$ cat config.mk
export PLATFORM = sky130hd
export DESIGN_NAME = pfb_ctrl
export DESIGN_NICKNAME = d
export VERILOG_FILES = /design/src/pfb_pkg.sv /design/src/pfb_ctrl.sv
export SDC_FILE = /design/constraint.sdc
export NUM_CORES = 1
export LEC_CHECK = 0
export BUFFER_PORTS_ARGS = -buffer_cell sky130_fd_sc_hd__buf_4
export CAP_MARGIN = 30
export CORE_AREA = 5 5 42 44
export CTS_CLUSTER_SIZE = 14
export DETAILED_ROUTE_END_ITERATION = 7
export DIE_AREA = 0 0 47 49
export PLACE_DENSITY = 0.33
export SYNTH_ARGS = -nofsm -noshare
export SYNTH_HDL_FRONTEND = slang
export SYNTH_SLANG_ARGS = --single-unit
$ cat constraint.sdc
create_clock -name clk -period 2.7 [get_ports clk]
set_clock_uncertainty 0.1 [all_clocks]
set_input_delay 0.27 -clock clk [delete_from_list [all_inputs] [get_ports clk]]
set_output_delay 0.27 -clock clk [all_outputs]
set_load 0.1 [all_outputs]
$ cat src/pfb_pkg.sv
package pfb_pkg;

    localparam int DEF_PAGES   = 8;
    localparam int DEF_COLUMNS = 128;

    localparam int LINE_W    = 8;
    localparam int COL_W     = 8;
    localparam int WIDTH_W   = 8;
    localparam int HEIGHT_W  = 4;
    localparam int PIX_W     = 8;
    localparam int RPAGE_W   = 3;
    localparam int OP_W      = 2;
    localparam int IN_DATA_W = 40;

    localparam int PAGE_SUM_W = 5;
    localparam int COL_SUM_W  = 9;

    typedef enum logic [OP_W-1:0] {
        OP_START = 2'd0,
        OP_DATA  = 2'd1,
        OP_READ  = 2'd2,
        OP_CLEAR = 2'd3
    } op_t;

    typedef struct packed {
        logic start_load;
        logic data_upper;
        logic data_lower;
        logic read_issue;
        logic out_load;
        logic clear_step;
    } cmd_t;

    typedef struct packed {
        logic clear_last;
        logic blit_active;
        logic out_full;
    } sts_t;

endpackage

$ cat src/pfb_ctrl.sv
module pfb_ctrl (
    input  logic          clk,
    input  logic          rst_n,
    input  logic          in_valid,
    input  logic [1:0]    in_op,
    output logic          in_ready,
    input  logic          out_ready,
    input  pfb_pkg::sts_t sts,
    output pfb_pkg::cmd_t cmd
);
    import pfb_pkg::*;

    typedef enum logic [1:0] {
        ST_CLEAR,
        ST_IDLE,
        ST_DATA_LO,
        ST_READ_OUT
    } state_t;

    state_t state_reg;
    state_t state_next;
    logic   accept;
    op_t    op;

    assign in_ready = (state_reg == ST_IDLE);
    assign accept   = in_valid && in_ready;
    assign op       = op_t'(in_op);

    always_comb
    begin
        state_next = state_reg;
        cmd        = '0;
        unique case (state_reg)
            ST_CLEAR:
            begin
                cmd.clear_step = 1'b1;
                if (sts.clear_last)
                begin
                    state_next = ST_IDLE;
                end
            end
            ST_IDLE:
            begin
                if (accept)
                begin
                    unique case (op)
                        OP_START:
                        begin
                            cmd.start_load = 1'b1;
                        end
                        OP_DATA:
                        begin
                            if (sts.blit_active)
                            begin
                                cmd.data_upper = 1'b1;
                                state_next     = ST_DATA_LO;
                            end
                        end
                        OP_READ:
                        begin
                            cmd.read_issue = 1'b1;
                            state_next     = ST_READ_OUT;
                        end
                        OP_CLEAR:
                        begin
                            state_next = ST_CLEAR;
                        end
                        default:
                        begin
                            state_next = ST_IDLE;
                        end
                    endcase
                end
            end
            ST_DATA_LO:
            begin
                cmd.data_lower = 1'b1;
                state_next     = ST_IDLE;
            end
            ST_READ_OUT:
            begin
                if (!sts.out_full || out_ready)
                begin
                    cmd.out_load = 1'b1;
                    state_next   = ST_IDLE;
                end
            end
            default:
            begin
                state_next = ST_IDLE;
            end
        endcase
    end

    always_ff @(posedge clk or negedge rst_n)
    begin
        if (!rst_n)
        begin
            state_reg <= ST_CLEAR;
        end
        else
        begin
            state_reg <= state_next;
        end
    end

endmodule

==> results.cfg <==
[power]
p_seq_share_pct = 16.9
vdd_ir_drop_max_mv = 0.306
power.switching_w = 0.000143
clkPwrFrac_pct = 23.8
intPower_w = 0.000129
leakage_nw = 0.174
powerDensity_nw_per_um2 = 770
swShare_pct = 52.6
power_frac_comb_pct = 59.3
total_power_w = 0.000272

[floorplan]
initial_utilization_pct = 12.4
dieWidth_um = 47
ioPinCount = 16
die_y_um = 49
dieArea_um2 = 2300
coreArea_um2 = 1400
rows = 14

[clock_network]
cts_setup_buffers = 0
tritoncts = done
numCtsBuffers = 3
insertion_delay_ns = 0.22
h-tree-depth = 1
clock_path_buffers = 2
clockRootBuffer = clkbuf_4
clkSinkCount = 2
clk_pin_slew_ns = 0.03

[setup_path]
crit_path_max_fanout = 8
r2r_slack_ns = 1.60
r2r_cells = 3
r2r_start = state_reg[1]
arrival_ns = 1.44
critPathLaunch = state_reg[1]
cp-start-kind = flop
worstPathRequired_ns = 2.33
critPathKind = flop to output port
rr_endpoint = state_reg[0]
cp-end-kind = output port

[routing]
wirelength_um = 536
ant_nets = 0
vias = 211
drc = 0
first_iter_violations = 2
drt-wirelength-per-cell_um = 9.93
viasPerCell = 3.91
first_pass_iters = 2

[min_path]
min_path_cells = 2
hold_path_class = input pin to flop
hp-start = sts[2]
hold_end = state_reg[0]

[status]
status = finished clean

[sta]
period_minus_slack_ns = 1.81
rsz0062_at_grt = false
period_share_pct = 67.0
setup_viol = 0
hold-worst-slack_ns = 0.166
worst_slew_pin_slew_ns = 0.281
max_freq_ghz = 0.553
slew_viol_final = 0
hold_viol = 0
relSlewSlack_pct = 81.4
fin_setup_tns_ns = 0

[synth]
synth.distinct_cells = 16
ys_ff_latch = 2
synth_top_area_cell = dfrtp_1
synth_nets = 28
synth_top_area_share_pct = 28.8
synthTopCellsByArea = dfrtp_1 29%, nor2b_4 7.9%, nor3b_2 7.2%, a21boi_2 6.5%, a21oi_1 5.8%
syn_area_per_cell_um2 = 9.15
ys_warn_count = 0
yosysSeqAreaShare_pct = 28.8
synth_area_um2 = 174
synthCells = 19

[grt]
grt_overflow = 0
grt_max_degree = 9
grt_pass1_wl_um = 814
grt_use_total_pct = 5.00
antenna_found_initial = 0
grt_pass1_vias = 226

[cells_and_area]
largest_register_ffs = 2
fin_util_pct = 25.2
final_net_count = 49
antenna-diode-count = 0
area_growth_syn_to_layout_pct = 103
drive_above_1_share_pct = 71.1

[placement]
routabilityCongestion = 0.754
portBuffers = 15
dp_hpwl_um = 445

[job]
maxCapViolCount = 0
[routing by layer]
metal	track usage [%]	wire (um)	vias up
met1	4.62	228	92
met5	0	0	-
met3	3.32	86	0
li1	-	-	108
met2	7.24	221	11
met4	4.15	0	0
[worst max path at each step]
stage             end  slack (ns)
3_3_place_gp   cmd[2]        1.13
4_1_cts        cmd[2]        0.87
5_1_grt        cmd[2]        0.82
2_1_floorplan  cmd[5]       -0.05
6_report       cmd[2]        0.89
3_5_place_dp   cmd[2]        1.11
[area by class of cell]
class                           instances  area [um^2]
Tap cell                               16         20.0
Clock buffer                            3         22.5
Sequential cell                         2         50.0
Multi-Input combinational cell         16          134
Fill cell                             159         1050
Timing Repair Buffer                   16          123
Inverter                                1         3.75
[stage by stage]
| stage | setup WS, ns | cells | area (um^2) |
|---|---|---|---|
| 2_1_floorplan | -0.0472 | 19 | 188 |
| 3_3_place_gp | 1.13 | 50 | 320 |
| 3_5_place_dp | 1.11 | 50 | 320 |
| 4_1_cts | 0.871 | 54 | 353 |
| 5_1_grt | 0.819 | 54 | 353 |
| 6_report | 0.891 | 54 | 353 |
[synthesized netlist by cell type]
library cell  count
a21boi_2          1
a21oi_1           2
and2b_2           1
and3_2            1
dfrtp_1           2
inv_1             1
nand2_2           1
nand2b_1          1
nand3b_1          1
nor2_1            2
nor2b_4           1
nor3_1            1
nor3b_2           1
o2111ai_1         1
o21ai_1           1
o31a_2            1
[worst max-delay path: stages, from the launching register on]
cell,delay [ns]
dfrtp_1,0.46
nor2b_4,0.17
nand2_2,0.10
nor3b_4,0.18
buf_4,0.31
[power by group through the flow]
| stage | Clock, W | Combinational [W] | Sequential, W |
|---|---|---|---|
| 6_report | 0.0000648 | 0.000161 | 0.0000459 |
| 5_1_grt | 0.0000728 | 0.000167 | 0.0000470 |
| 4_1_cts | 0.0000692 | 0.000163 | 0.0000457 |
| 3_5_place_dp | 0 | 0.000161 | 0.0000460 |
| 3_3_place_gp | 0 | 0.000162 | 0.0000457 |
| 2_1_floorplan | 0 | 0.000127 | 0.0000437 |
[what timing repair did]
action,CTS,global route
endpoints found under the hold margin,2,0
resized for setup,0,0
hold buffers,1,0
[cells in the final DEF (no fill, tap or decap)]
| cell | synthesis | layout |
|---|---|---|
| and2b_2 | 1 | 1 |
| a21boi_2 | 1 | 1 |
| nor3b_4 | 0 | 1 |
| buf_4 | 0 | 15 |
| o31a_2 | 1 | 1 |
| o21ai_1 | 1 | 1 |
| o2111ai_1 | 1 | 1 |
| nor2_1 | 2 | 1 |
| clkbuf_4 | 0 | 3 |
| nor2b_4 | 1 | 1 |
| nor3_2 | 0 | 1 |
| inv_1 | 1 | 1 |
| nor2_2 | 0 | 1 |
| nand3b_1 | 1 | 1 |
| a21oi_1 | 2 | 2 |
| nand2b_1 | 1 | 1 |
| and3_2 | 1 | 1 |
| dfrtp_1 | 2 | 2 |
| nand2_2 | 1 | 1 |
| dlygate4sd3_1 | 0 | 1 |
[cells by family after synthesis]
group,Yosys count,synth area share [%]
buffers and inverters,1,2.16
DFF,2,28.8
AOI/OAI and AO/OA,6,25.9
and+or+nand+nor,10,43.2
(Power assumes the default switching activity.)
